File: config.mk
export PLATFORM = sky130hd
export DESIGN_NAME = sync_record_crc32_checker_unit
export DESIGN_NICKNAME = d
export VERILOG_FILES = /design/src/design/srcc_pkg.sv /design/src/design/srcc_core.sv /design/src/design/sync_record_crc32_checker_unit.sv
export SDC_FILE = /design/constraint.sdc
export NUM_CORES = 1
export LEC_CHECK = 0
export BUFFER_PORTS_ARGS = -buffer_cell sky130_fd_sc_hd__buf_2
export CORE_MARGIN = 10
export CORE_UTILIZATION = 28
export DETAILED_ROUTE_END_ITERATION = 12
export HOLD_SLACK_MARGIN = 0.1
export PLACE_DENSITY_LB_ADDON = 0.2
export REMOVE_ABC_BUFFERS = 1
export SLEW_MARGIN = 20
export SYNTH_ARGS = -nofsm -noshare
export SYNTH_HDL_FRONTEND = slang
export SYNTH_SLANG_ARGS = --single-unit
File: constraint.sdc
create_clock -name clk -period 6.1 [get_ports clk]
set_clock_uncertainty 0.1 [all_clocks]
set_input_delay 1.22 -clock clk [delete_from_list [all_inputs] [get_ports clk]]
set_output_delay 1.22 -clock clk [all_outputs]
set_load 0.05 [all_outputs]
File: src/design/srcc_pkg.sv
`timescale 1ns / 1ps
// ----------------------------------------------------------------------------
// Sync record CRC-32 checker package
// Shared types, codes and CRC helpers for the record checker.
// ----------------------------------------------------------------------------
package srcc_pkg;

  localparam int unsigned MAX_RECORD = 1024;
  localparam int unsigned POS_W      = 10;
  localparam int unsigned LEN_W      = 11;
  localparam int unsigned CNT_W      = 16;
  localparam int unsigned CRC_W      = 32;
  localparam int unsigned STATUS_W   = 2;
  localparam int unsigned DATA_W     = 8;
  localparam int unsigned IDX_W      = 2;

  localparam logic [CRC_W-1:0] CRC_POLY       = 32'hEDB88320;
  localparam logic [CRC_W-1:0] SYNC_RESET     = 32'hAA44121C;
  localparam logic [LEN_W-1:0] LEN_RESET      = 11'd112;
  localparam logic [CNT_W-1:0] LIMIT_RESET    = 16'd3984;
  localparam logic [LEN_W-1:0] LEN_MIN        = 11'd8;
  localparam logic [LEN_W-1:0] LEN_MAX        = LEN_W'(MAX_RECORD);
  localparam logic [POS_W-1:0] POS_AFTER_SYNC = 10'd4;

  localparam logic [IDX_W-1:0] REG_SYNC_WORD     = 2'd0;
  localparam logic [IDX_W-1:0] REG_RECORD_LENGTH = 2'd1;
  localparam logic [IDX_W-1:0] REG_SEARCH_LIMIT  = 2'd2;

  localparam logic [STATUS_W-1:0] STATUS_OK    = 2'd0;
  localparam logic [STATUS_W-1:0] STATUS_BAD   = 2'd1;
  localparam logic [STATUS_W-1:0] STATUS_NOHDR = 2'd2;

  typedef enum logic {
    ST_HUNT,
    ST_RECORD
  } state_t;

  typedef struct packed {
    logic [CRC_W-1:0]    computed_crc;
    logic [CRC_W-1:0]    received_crc;
    logic [STATUS_W-1:0] status;
  } result_t;

  function automatic logic [CRC_W-1:0] crc_byte(input logic [CRC_W-1:0]  crc,
                                                input logic [DATA_W-1:0] b);
    logic [CRC_W-1:0] t;
    t = {24'd0, crc[7:0] ^ b};
    for (int k = 0; k < 8; k++) begin
      if (t[0]) begin
        t = (t >> 1) ^ CRC_POLY;
      end else begin
        t = t >> 1;
      end
    end
    return {8'd0, crc[31:8]} ^ t;
  endfunction

  // CRC of the four sync bytes, oldest byte first, from a zero start.
  function automatic logic [CRC_W-1:0] crc_sync(input logic [CRC_W-1:0] w);
    logic [CRC_W-1:0] c;
    c = crc_byte('0, w[31:24]);
    c = crc_byte(c, w[23:16]);
    c = crc_byte(c, w[15:8]);
    c = crc_byte(c, w[7:0]);
    return c;
  endfunction

endpackage

File: src/design/srcc_core.sv
`timescale 1ns / 1ps
// ----------------------------------------------------------------------------
// Sync record CRC-32 checker core
// Sync hunt, record CRC and tail capture; one byte per step.
// ----------------------------------------------------------------------------
module srcc_core
  import srcc_pkg::*;
(
  input  logic                clk,
  input  logic                rst_n,
  input  logic                step,
  input  logic [DATA_W-1:0]   data_byte,
  input  logic [CRC_W-1:0]    sync_word,
  input  logic [LEN_W-1:0]    record_length,
  input  logic [CNT_W-1:0]    search_limit,
  output logic                emit,
  output result_t             result
);

  state_t           st_r, st_nxt;
  logic [CRC_W-1:0] win_r, win_nxt;
  logic [POS_W-1:0] pos_r, pos_nxt;
  logic [CRC_W-1:0] crc_r, crc_nxt;
  logic [CRC_W-1:0] tail_r, tail_nxt;
  logic [CNT_W-1:0] cnt_r, cnt_nxt;

  logic [CRC_W-1:0] win_shift;
  logic [CNT_W-1:0] cnt_inc;
  logic             match;
  logic             limit_hit;
  logic [LEN_W-1:0] eff_len;
  logic [LEN_W:0]   pos_ext;
  logic             in_body;
  logic             rec_end;

  assign win_shift = {win_r[23:0], data_byte};
  assign cnt_inc   = cnt_r + CNT_W'(1);
  assign match     = (win_shift == sync_word);
  assign limit_hit = (cnt_inc == search_limit);
  assign pos_ext   = {2'b00, pos_r};
  assign in_body   = ((pos_ext + (LEN_W+1)'(4)) < {1'b0, eff_len});
  assign rec_end   = ((pos_ext + (LEN_W+1)'(1)) >= {1'b0, eff_len});

  always_comb begin
    eff_len = record_length;
    if (record_length < LEN_MIN) begin
      eff_len = LEN_MIN;
    end else if (record_length > LEN_MAX) begin
      eff_len = LEN_MAX;
    end
  end

  always_comb begin
    st_nxt = st_r;
    if (step) begin
      unique case (st_r)
        ST_HUNT: begin
          if (match) begin
            st_nxt = ST_RECORD;
          end
        end
        ST_RECORD: begin
          if (rec_end) begin
            st_nxt = ST_HUNT;
          end
        end
        default: st_nxt = ST_HUNT;
      endcase
    end
  end

  always_comb begin
    win_nxt  = win_r;
    pos_nxt  = pos_r;
    crc_nxt  = crc_r;
    tail_nxt = tail_r;
    cnt_nxt  = cnt_r;
    unique case (st_r)
      ST_HUNT: begin
        win_nxt = win_shift;
        if (match) begin
          crc_nxt  = crc_sync(win_shift);
          tail_nxt = '0;
          pos_nxt  = POS_AFTER_SYNC;
          cnt_nxt  = '0;
        end else if (limit_hit) begin
          cnt_nxt = '0;
        end else begin
          cnt_nxt = cnt_inc;
        end
      end
      ST_RECORD: begin
        if (in_body) begin
          crc_nxt = crc_byte(crc_r, data_byte);
        end else begin
          tail_nxt = {data_byte, tail_r[31:8]};
        end
        if (rec_end) begin
          pos_nxt = '0;
          win_nxt = '0;
          cnt_nxt = '0;
        end else begin
          pos_nxt = pos_r + POS_W'(1);
        end
      end
      default: ;
    endcase
  end

  always_comb begin
    emit   = 1'b0;
    result = '0;
    unique case (st_r)
      ST_HUNT: begin
        if (!match && limit_hit) begin
          emit          = step;
          result.status = STATUS_NOHDR;
        end
      end
      ST_RECORD: begin
        if (rec_end) begin
          emit                = step;
          result.status       = (tail_nxt == crc_nxt) ? STATUS_OK : STATUS_BAD;
          result.received_crc = tail_nxt;
          result.computed_crc = crc_nxt;
        end
      end
      default: ;
    endcase
  end

  always_ff @(posedge clk) begin
    if (!rst_n) begin
      st_r   <= ST_HUNT;
      win_r  <= '0;
      pos_r  <= '0;
      crc_r  <= '0;
      tail_r <= '0;
      cnt_r  <= '0;
    end else begin
      st_r <= st_nxt;
      if (step) begin
        win_r  <= win_nxt;
        pos_r  <= pos_nxt;
        crc_r  <= crc_nxt;
        tail_r <= tail_nxt;
        cnt_r  <= cnt_nxt;
      end
    end
  end

  a_record_no_count: assert property (@(posedge clk) disable iff (!rst_n)
    st_r == ST_RECORD |-> cnt_r == '0)
    else $error("Search count runs inside a record.");

  a_record_pos: assert property (@(posedge clk) disable iff (!rst_n)
    st_r == ST_RECORD |-> pos_r >= POS_AFTER_SYNC)
    else $error("Record position below the sync length.");

  a_hunt_pos: assert property (@(posedge clk) disable iff (!rst_n)
    st_r == ST_HUNT |-> pos_r == '0)
    else $error("Position not cleared while hunting.");

  a_close_to_hunt: assert property (@(posedge clk) disable iff (!rst_n)
    (emit && st_r == ST_RECORD) |=> st_r == ST_HUNT)
    else $error("Record result without return to hunting.");

endmodule

File: src/design/sync_record_crc32_checker_unit.sv
`timescale 1ns / 1ps
// ----------------------------------------------------------------------------
// Sync record CRC-32 checker
// Hunts for a sync word, checks a reflected CRC-32 per record, reports status.
// ----------------------------------------------------------------------------
// A result reaches out_tvalid through the input register, then the result
// register. Throughput: one byte per cycle, but bytes wait while a full
// result register is not taken; the byte-wide CRC step is one XOR network.
// Reset: synchronous active-low rst_n clears both stages, the hunt state and
// loads the register defaults; nothing needs a clearing pass.
module sync_record_crc32_checker_unit
  import srcc_pkg::*;
(
  input  logic              clk,
  input  logic              rst_n,
  input  logic              in_tvalid,
  output logic              in_tready,
  input  logic [7:0]        in_tdata,   // [7:0] data_byte
  output logic              out_tvalid,
  input  logic              out_tready,
  output logic [71:0]       out_tdata,  // [1:0] status, [33:2] received_crc,
                                        // [65:34] computed_crc, [71:66] zero
  input  logic              cfg_wr_en,
  input  logic [IDX_W-1:0]  cfg_index,
  input  logic [CRC_W-1:0]  cfg_wdata
);

  logic [CRC_W-1:0]  sync_word_r;
  logic [LEN_W-1:0]  record_length_r;
  logic [CNT_W-1:0]  search_limit_r;

  logic              in_vld_r;
  logic [DATA_W-1:0] in_byte_r;
  logic              out_vld_r;
  result_t           out_res_r;

  logic              advance;
  logic              emit;
  result_t           result;

  assign advance    = in_vld_r && (!out_vld_r || out_tready);
  assign in_tready  = !in_vld_r || advance;
  assign out_tvalid = out_vld_r;
  assign out_tdata  = {6'd0, out_res_r};

  always_ff @(posedge clk) begin
    if (!rst_n) begin
      sync_word_r     <= SYNC_RESET;
      record_length_r <= LEN_RESET;
      search_limit_r  <= LIMIT_RESET;
    end else if (cfg_wr_en) begin
      unique case (cfg_index)
        REG_SYNC_WORD:     sync_word_r     <= cfg_wdata;
        REG_RECORD_LENGTH: record_length_r <= cfg_wdata[LEN_W-1:0];
        REG_SEARCH_LIMIT:  search_limit_r  <= cfg_wdata[CNT_W-1:0];
        default: ;
      endcase
    end
  end

  always_ff @(posedge clk) begin
    if (!rst_n) begin
      in_vld_r <= 1'b0;
    end else if (in_tready) begin
      in_vld_r <= in_tvalid;
    end
  end

  always_ff @(posedge clk) begin
    if (in_tvalid && in_tready) begin
      in_byte_r <= in_tdata[DATA_W-1:0];
    end
  end

  srcc_core u_core (
    .clk           (clk),
    .rst_n         (rst_n),
    .step          (advance),
    .data_byte     (in_byte_r),
    .sync_word     (sync_word_r),
    .record_length (record_length_r),
    .search_limit  (search_limit_r),
    .emit          (emit),
    .result        (result)
  );

  always_ff @(posedge clk) begin
    if (!rst_n) begin
      out_vld_r <= 1'b0;
    end else if (!out_vld_r || out_tready) begin
      out_vld_r <= emit;
    end
  end

  always_ff @(posedge clk) begin
    if (emit) begin
      out_res_r <= result;
    end
  end

  a_stall_holds: assert property (@(posedge clk) disable iff (!rst_n)
    (in_vld_r && !advance) |=> in_vld_r)
    else $error("Held request lost from the input register.");

  a_emit_has_room: assert property (@(posedge clk) disable iff (!rst_n)
    emit |-> (!out_vld_r || out_tready))
    else $error("Result produced while the result register is full.");

endmodule

==> metrics.md, run 1 <==
| Metric | Value |
|---|---|
| Hold buffers post-CTS | `0` |
| RD Place Congestion | `between 0.8 and 0.9` |
| Most frequent cell after synthesis | `xnor2_1` |
| Synthesized flop and latch total | `250` |
| Fmax | `182 MHz` |
| Worst EP arrival | `5710 ps` |
| Post-Layout Inst Area | `18600 sq um` |
| Largest area contributor in the synthesized netlist | `dfxtp_1` |
| Critical Path Fanout Max | `16` |
| R2R setup slack | `a little over 600 ps` |
| Static Leakage | `approximately 6.6 nW` |
| Vias in the first global route | `~13000` |
| Post-layout power | `roughly 5.2 mW` |
| Worst Tran Pin Value | `about 1100 ps` |
| CTS Sinks | `250` |
| FP Rows | `87` |
| Synth top area share | `21.9%` |
| RSZ-0062 raised after global routing | `no` |
| Detail Route Antenna Nets | `0` |
| Pins over their slew limit | `0` |
| Clk slew on worst S/H paths | `approximately 70 ps` |
| Worst rel slew slack | `between 20% and 30%` |
| Max Root-Sink Buffers | `3` |
| Max Cap Viol | `0` |
| TritonCTS clock tree | `built` |
| Gr usage total | `16.0%` |
| Placed cell areas | `17600 sq um` |
| Residual DRC count | `0` |
| Fin crit period | `roughly 5500 ps` |
| Mapped Area | `16100 sq um` |
| Seq pwr share | `around 34%` |
| Worst Hold End | `search_limit_r[4]` |
| Initial antenna violation count | `1` |
| Net Switching | `1.68 mW` |
| Async set-reset flop share out of synthesis | `0%` |
| Reg2reg end | `out_tdata[0]` |
| IO Count | `~120` |
| Initial core utilization | `28.4%` |
| Status | `finished clean` |
| Min-Delay Path Depth | `2` |
| Vias per inst | `4.89` |
| Sequential fraction of the synthesis area | `35.6%` |
| Synthesized instance count | `around 1700` |
| Final Core Density | `32.8%` |
| P_int | `3.47 mW` |
| Ranking of synthesized cells by area | `dfxtp_1 22%, xnor2_1 14%, edfxtp_1 14%` |
| Post-DP HPWL | `41700 microns` |
| Hold_sp | `search_limit_r[4]` |
| Peak supply drop | `approximately 0.20 mV` |
| HP Class | `reg -> reg` |
| Critical path class | `reg -> reg` |
| Router iterations before antenna repair | `6` |
| Drt wl/cell | `21.6 microns` |
| GRT overflow | `0` |
| Via count | `roughly 13000` |
| Setup crit start kind | `flip-flop` |
| Net count, final | `~1900` |
| Clock share of power | `34.6%` |
| Largest net degree at the start of global routing | `162` |
| Cell variety after synth | `67` |
| Final Hold Vio Count | `0` |
| Worst-Skew Late Latency | `590 ps` |
| Hold Slack | `379 ps` |
| Layout area overhead | `15.3%` |
| Power per cell area | `approximately 280 nW/um^2` |
| Port Buf Inserts | `114` |
| CTS root buf | `clkbuf_16` |
| Synthesized area per cell | `roughly 9.3 sq um` |
| Worst reg2reg path depth | `19` |
| R2R Path Start | `record_length_r[6]` |
| CTS HTree Levels | `1` |
| Switch share | `~33%` |
| Final setup violating endpoints | `0` |
| Tcrit/Tclk final | `90.1%` |
| CTS Buf Count | `30` |
| Drt initial violations | `901` |
| Top cells by count, synth | `254 x xnor2_1, 240 x nand2_1, 176 x dfxtp_1` |
| Resized Gates After CTS | `0` |
| Comb power frac | `31.1%` |
| Worst setup EP type | `flip-flop` |
| Die height | `260 microns` |
| Die Wd | `260 microns` |
| Share of layout cells above drive strength 1 | `14.5%` |
| First-pass GRT wire length | `~83000 microns` |
| EDFF count, synth | `74` |
| Top FF cell, synth | `dfxtp_1` |
| Yosys warns | `0` |
| Die ar. | `67600 sq um` |
| Postcts setup bufs | `0` |
| Routed WL | `between 50000 and 60000 microns` |
| Core Area | `56700 sq um` |
| CP Data Required Time | `6310 ps` |
routing by layer:
layer  wire [microns]  global-route usage (%)  vias to the layer above
li1                 -                       -                     6143
met1            25400                    21.0                     6118
met2            25900                    26.1                      339
met3             2780                    2.87                       89
met4             1910                    5.38                        0
met5                0                       0                        -
critical path, cell delays in order, from the launching register on:
cell,delay (ps)
dfxtp_1,320
nor4_1,370
nand2_1,110
o41ai_1,590
nand2_1,210
ha_1,330
a21oi_1,150
nor2_1,60
a211oi_1,540
nand2_1,160
buf_4,250
nand2_1,90
a21oi_1,80
a21oi_1,430
o21ai_0,130
a2111oi_0,510
nand4_1,160
nand4bb_1,240
nor4_1,300
a31oi_1,120
cell families (layout without fill, tap and decap cells):
kind of cell | Yosys count | in the layout | synth area share, %
and+or+nand+nor | 552 | 552 | 16.1
xor gates and xnor gates | 395 | 395 | 26.1
AOI/OAI and AO/OA | 358 | 358 | 15.6
DFF | 250 | 250 | 35.6
buffers and inverters | 138 | 236 | 3.65
adders and majority gates | 25 | 25 | 1.94
muxes | 14 | 14 | 0.908
other | 1 | 7 | 0.0233
state kept, by name, indices dropped and copies added (netlist names):
name	count
u_core.cnt_r	16
u_core.win_r	24
u_core.tail_r	32
in_vld_r	1
u_core.st_r	1
out_tdata	66
in_byte_r	8
record_length_r	11
out_tvalid	1
u_core.pos_r	10
u_core.crc_r	32
sync_word_r	32
search_limit_r	16
worst max-delay path by stage:
stage | endpoint | cells past startpoint | start | slack [ps]
after floorplan | out_tdata[0] | 15 | record_length_r[6] | -4520
after global placement | out_tdata[0] | 18 | record_length_r[6] | 460
after detailed placement | out_tdata[0] | 18 | record_length_r[6] | 580
after CTS | out_tdata[0] | 18 | record_length_r[6] | 590
after global routing | out_tdata[0] | 18 | record_length_r[6] | 100
final | out_tdata[0] | 19 | record_length_r[6] | 600
power groups by stage:
stage,logic [mW],clock network [mW],registers [mW]
after floorplan,1.14,0,1.79
after global placement,1.61,0,1.80
after detailed placement,1.60,0,1.80
after CTS,1.61,1.83,1.77
after global routing,1.71,1.89,1.77
final,1.60,1.78,1.77
cell usage in the layout (no fill, tap or decap), types with 53 or more instances in the layout:
cell type and n:
buf_2 113, nor2b_1 76, edfxtp_1 74, a21boi_0 56, xor2_1 86, nand2_1 240, a22oi_1 77, nor2_1 83
xnor2_1 254, buf_4 53, o21ai_0 54, dfxtp_1 175
metrics by stage:
step,setup slack [ps],cells,TNS [ps]
floorplan,-4520,1613,-323250
global placement,465,2537,0
detailed placement,580,2537,0
CTS,586,2592,0
global route,104,2592,0
finish,603,2593,0
area by class of cell:
cell class,instances,area [sq um]
clock inverters,14,124
repair buffers,168,1000
flip-flops and latches,250,5750
inverters,13,48.8
well taps,756,946
diodes,1,2.50
fillers,5915,38100
multi-input cells,1350,9860
clock buffers,41,853
(Power assumes the default switching activity.)
==> inputs of run 2 (changes only) <==
--- a/config.mk
+++ b/config.mk
@@ -15,4 +15,5 @@
 export SLEW_MARGIN = 20
 export SYNTH_ARGS = -nofsm -noshare
 export SYNTH_HDL_FRONTEND = slang
+export SYNTH_HIERARCHICAL = 1
 export SYNTH_SLANG_ARGS = --single-unit
==> metrics.md, run 2 <==
| Metric | Value |
|---|---|
| Synthesized instance count | `1747` |
| CP Data Required Time | `about 6300 ps` |
| First-pass GRT wire length | `between 80000 and 90000 microns` |
| Initial core utilization | `28.3%` |
| Share of layout cells above drive strength 1 | `13.8%` |
| Vias in the first global route | `12800` |
| Worst setup EP type | `flip-flop` |
| Mux contribution to synthesized area | `5.10%` |
| Initial antenna violation count | `0` |
| Tcrit/Tclk final | `90.9%` |
| Residual DRC count | `0` |
| Pins over their slew limit | `0` |
| Vias per inst | `about 4.9` |
| TritonCTS clock tree | `built` |
| IO Count | `121` |
| Most frequent cell after synthesis | `xnor2_1` |
| Layout area overhead | `14.3%` |
| Mapped Area | `16300 sq um` |
| Grt met3 use | `2.26%` |
| Post-layout power | `around 5.4 mW` |
| Gr usage total | `15.7%` |
| RD Place Congestion | `0.940` |
| Async set-reset flop share out of synthesis | `0%` |
| GR peak layer | `met2` |
| Postcts setup bufs | `0` |
| Router iterations before antenna repair | `6` |
| CTS root buf | `clkbuf_16` |
| XOR/XNOR Fraction of Synth Area | `24.4%` |
| Fin cells | `2595` |
| Antenna diode count | `0` |
| Status | `finished clean` |
| Port Buf Inserts | `114` |
| Critical path class | `reg -> reg` |
| Synthesized flop and latch total | `250` |
| GR met2 Demand/Resource | `between 20% and 30%` |
| Net count, final | `between 1500 and 2000` |
| Core Area | `around 58000 sq um` |
| Final worst slack | `557 ps` |
| Crit-path most repeated cell | `xnor3_2` |
| Post-DP HPWL | `41200 microns` |
| GRT overflow | `0` |
| Worst rel slew slack | `37.9%` |
| FP Rows | `88` |
| Yosys warns | `6` |
| Routed WL | `54900 microns` |
| Most frequent cells in the layout | `261 x xnor2_1, 175 x nand2_1, 175 x dfxtp_1` |
| Ranking of synthesized cells by area | `dfxtp_1 22%, xnor2_1 14%, edfxtp_1 14%` |
| Largest family of logic cells by synthesized area | `XOR/XNOR gates` |
| RSZ-0062 raised after global routing | `no` |
| Worst-Skew Late Latency | `590 ps` |
| Top cells by count, synth | `261 x xnor2_1, 176 x dfxtp_1, 176 x nand2_1` |
| Drt initial violations | `976` |
| Compound-Gate Fraction of Synth Area | `a little over an eighth` |
| Max Cap Viol | `0` |
| Worst EP arrival | `5760 ps` |
| Synth top area share | `21.6%` |
| CTS Sinks | `250` |
| GR Util met1 | `between 20% and 30%` |
| Drt wl/cell | `around 21 microns` |
| EDFF count, synth | `74` |
| Hold buffers post-CTS | `0` |
| Detail Route Antenna Nets | `0` |
| Post-Synth Adder-Cell Area | `1.92%` |
| Final setup violating endpoints | `0` |
| Critical path cell sequence | `xnor3_2 > xnor3_2 > xnor3_2 > xnor2_2 > xnor2_1 > xnor3_2 > xor2_2 > xnor3_1 > a21oi_2 > xor2_1 > nand4_1 > nor4_1 > a41oi_1` |
| Fin crit period | `5540 ps` |
| Power per cell area | `a little under 300 nW/um^2` |
| Largest register FFs | `66` |
| Die ar. | `68200 sq um` |
| Largest net degree at the start of global routing | `86` |
| CP max-delay cell | `dfxtp_1` |
| CP max stage delay | `680 ps` |
| Resized Gates After CTS | `0` |
| Die height | `261 microns` |
| Peak supply drop | `0.190 mV` |
| Clk slew on worst S/H paths | `60 ps` |
| Synthesized area per cell | `9.32 sq um` |
| Die Wd | `approximately 260 microns` |
| Simple-gate share of the synthesized area | `15.5%` |
| Most common cell after layout, fill and taps aside | `xnor2_1` |
| Cell variety after synth | `77` |
| CTS HTree Levels | `1` |
| Via count | `12800` |
| Static Leakage | `6.64 nW` |
| Worst Tran Pin Value | `932 ps` |
| Largest area contributor in the synthesized netlist | `dfxtp_1` |
| Max Root-Sink Buffers | `3` |
| Dpl ws | `556 ps` |
| Final Hold Vio Count | `0` |
| Dpl cells | `2539` |
| Setup crit start kind | `flip-flop` |
| CTS Buf Count | `31` |
| Fmax | `roughly 180 MHz` |
| Critical Path Fanout Max | `9` |
| Sequential fraction of the synthesis area | `between 30% and 40%` |
| HP Class | `reg -> reg` |
| Top FF cell, synth | `dfxtp_1` |
==> run 2: cell types whose count changed after synthesis, moves of 15 or more <==
cell      before  now
inv_1         13   35
mux2i_1        9   75
nor2_1        85  130
o211ai_1       4   22
a22o_1        39    4
and2_1        27   12
nand3_1       45   19
nand2_1      240  176
a21boi_0      56    8
==> run 2: stage by stage <==
stage | setup TNS, ps | hold slack [ps] | utilization [%] | cell area (sq um)
4_1_cts | 0 | 379 | 32.3 | 18600
2_1_floorplan | -92810 | 344 | - | 15700
3_5_place_dp | 0 | 365 | 30.5 | 17600
6_report | 0 | 377 | 32.3 | 18600
5_1_grt | 0 | 399 | 32.3 | 18600
3_3_place_gp | 0 | 361 | 30.5 | 17600
==> run 2: cell families after synthesis <==
group	after synthesis
DFF	250
other	1
adders and majority gates	25
AOI/OAI and AO/OA	316
muxes	82
buffers and inverters	167
xor gates and xnor gates	389
and+or+nand+nor	517
==> run 2: worst paths after layout <==
kind	start	to	slack, ps	depth (start not counted)
worst max-delay path	u_core/win_r[19]	out_tdata[0]	560	13
worst min-delay path	search_limit_r[13]	search_limit_r[13]	380	2
worst max register to register	u_core/win_r[19]	out_tdata[0]	560	13
worst min register to register	search_limit_r[13]	search_limit_r[13]	380	2
==> run 2: critical path: cells and delay by family (launching register included) <==
family | cells | cell delay, ps
xor+xnor | 9 | 3680
flops | 1 | 680
simple gates | 2 | 420
compound gates | 2 | 410
==> run 2: area by class of cell <==
class | count | area, sq um
sequential | 250 | 5750
inverter | 37 | 139
clock buffer | 44 | 917
clock inverter | 12 | 115
timing repair buffer | 152 | 883
tap | 765 | 957
multi-input combinational | 1335 | 9850
fill | 6014 | 39000
==> run 2: report_power, final <==
group / internal (mW) / leakage (nW) / total, mW / switching [mW]
clock network: 1.09 / 0.505 / 1.85 / 0.760
logic: 0.697 / 4.17 / 1.78 / 1.08
registers: 1.73 / 1.96 / 1.78 / 0.0463
total: 3.52 / 6.64 / 5.41 / 1.89
==> run 2: routing by layer <==
layer  vias up  wire, microns
met5         -              0
met4         0           1560
met3        75           3010
met2       391          25700
met1      6166          24700
li1       6165              -
==> inputs of run 3 (changes only) <==
==> constraint.sdc (replaced) <==
create_clock -name clk -period 5.2 [get_ports clk]
set_clock_uncertainty 0.1 [all_clocks]
set_input_delay 1.04 -clock clk [delete_from_list [all_inputs] [get_ports clk]]
set_output_delay 1.04 -clock clk [all_outputs]
set_load 0.05 [all_outputs]
==> metrics.md, run 3 (synthesized netlist as in run 2, its figures left out) <==
| Metric | Value |
|---|---|
| Routed WL | `56500 microns` |
| Clk slew on worst S/H paths | `60 ps` |
| Worst reg2reg path depth | `14` |
| Final worst slack | `246 ps` |
| Vias in the first global route | `roughly 13000` |
| Net count, final | `1948` |
| Fin crit period | `4950 ps` |
| Most frequent cells in the layout | `261 x xnor2_1, 175 x nand2_1, 175 x dfxtp_1` |
| Final Hold Vio Count | `0` |
| Via count | `13000` |
| Layout area overhead | `18.2%` |
| CTS HTree Levels | `2` |
| Port Buf Inserts | `between 100 and 150` |
| Core Area | `57600 sq um` |
| Reg2reg end | `out_tdata[0]` |
| Hold buffers post-CTS | `0` |
| Hold Slack | `373 ps` |
| Worst-Skew Late Latency | `550 ps` |
| Tcrit/Tclk final | `95.3%` |
| RD Place Congestion | `roughly 0.90` |
| Max Root-Sink Buffers | `3` |
| Final setup violating endpoints | `0` |
| CTS root buf | `clkbuf_16` |
| Max Cap Viol | `0` |
| Grt met3 use | `approximately 2.6%` |
| Worst setup EP type | `flip-flop` |
| Hold_sp | `sync_word_r[15]` |
| Power per cell area | `348 nW/um^2` |
| Critical Path Fanout Max | `7` |
| Critical path class | `reg -> reg` |
| Peak supply drop | `0.202 mV` |
| Worst rel slew slack | `between 40% and 50%` |
| Post-layout power | `around 6.7 mW` |
| R2R setup slack | `250 ps` |
| Post-Layout Inst Area | `19200 sq um` |
| Placed cell areas | `18000 sq um` |
| HP Class | `reg -> reg` |
| Gr usage total | `16.3%` |
| Status | `finished clean` |
| GR peak layer | `met2` |
| CTS Buf Count | `34` |
| Setup crit start kind | `flip-flop` |
| Die height | `261 microns` |
| R2R Path Start | `u_core/win_r[17]` |
| Worst EP arrival | `5130 ps` |
| Worst Tran Pin Value | `861 ps` |
| GR met2 Demand/Resource | `roughly 27%` |
| Router iterations before antenna repair | `5` |
| TritonCTS clock tree | `built` |
| Initial antenna violation count | `0` |
| Most common cell after layout, fill and taps aside | `xnor2_1` |
| GR Util met1 | `21.2%` |
| Share of layout cells above drive strength 1 | `17.1%` |
| Die ar. | `just under 70000 sq um` |
| RSZ-0062 raised after global routing | `no` |
| Pins over their slew limit | `0` |
| Min-Delay Path Depth | `2` |
| First-pass GRT wire length | `around 85000 microns` |
| Fin cells | `2668` |
| Die Wd | `between 200 and 300 microns` |
| CTS Sinks | `250` |
| Residual DRC count | `0` |
| Largest register FFs | `66` |
| Drt initial violations | `960` |
| Dpl ws | `-34.8 ps` |
| Static Leakage | `7.00 nW` |
| CP Data Required Time | `5370 ps` |
| Initial core utilization | `28.3%` |
| Vias per inst | `between 4 and 5` |
| GRT overflow | `0` |
| Largest net degree at the start of global routing | `62` |
| Drt wl/cell | `about 21 microns` |
| Fmax | `202 MHz` |
| Post-DP HPWL | `42600 microns` |
| FP Rows | `about 90` |
| Worst Hold End | `sync_word_r[15]` |
| Dpl cells | `2600` |
| IO Count | `121` |
| Detail Route Antenna Nets | `0` |
-- run 3: layer usage --
metal | wire, microns | vias to the layer above
met5 | 0 | -
met4 | 1950 | 0
met3 | 2950 | 95
met2 | 26200 | 346
met1 | 25400 | 6250
li1 | - | 6314
-- run 3: area by class of cell --
type	instances	area, sq um
Tap cell	765	957
Fill cell	6002	38400
Multi-Input combinational cell	1335	9880
Timing Repair Buffer	218	1390
Antenna cell	1	2.50
Inverter	37	139
Clock inverter	15	121
Sequential cell	250	5750
Clock buffer	47	993
-- run 3: critical path, cell delays in order, from the launching register on --
cell,delay (ps)
dfxtp_1,550
xor2_1,350
xnor3_1,450
buf_4,190
xnor2_1,250
xor3_2,380
xnor3_1,450
xnor2_2,350
xnor2_1,250
buf_4,180
xor2_1,210
o21ai_1,120
xnor2_1,140
nor4_1,540
a41oi_1,180
-- run 3: worst max path at each step --
stage | start | cells past startpoint | end | slack (ps)
after CTS | record_length_r[6] | 20 | out_tdata[0] | 80
final | u_core/win_r[17] | 14 | out_tdata[0] | 250
after global routing | u_core/win_r[17] | 14 | out_tdata[0] | 50
after global placement | record_length_r[6] | 20 | out_tdata[0] | -50
after detailed placement | record_length_r[6] | 20 | out_tdata[0] | -30
after floorplan | out_tready | 4 | out_tdata[0] | -2100
-- run 3: report_power, final --
group | total (mW) | leakage, nW | internal [mW] | switching, mW
Combinational | 2.26 | 4.50 | 0.941 | 1.32
Clock | 2.34 | 0.539 | 1.40 | 0.944
Sequential | 2.08 | 1.96 | 2.03 | 0.0509
Total | 6.68 | 7.00 | 4.37 | 2.32
-- run 3: metrics by stage --
step	utilization, %	setup TNS [ps]
2_1_floorplan	-	-187510
3_3_place_gp	31.3	-45.6
3_5_place_dp	31.3	-34.8
4_1_cts	33.3	0
5_1_grt	33.4	0
6_report	33.4	0
-- run 3: what timing repair did --
item / CTS / global route
buffers inserted: 0 / 5
setup endpoints to repair: 1 / 1
gates resized for setup: 1 / 5
pin swaps: 0 / 1
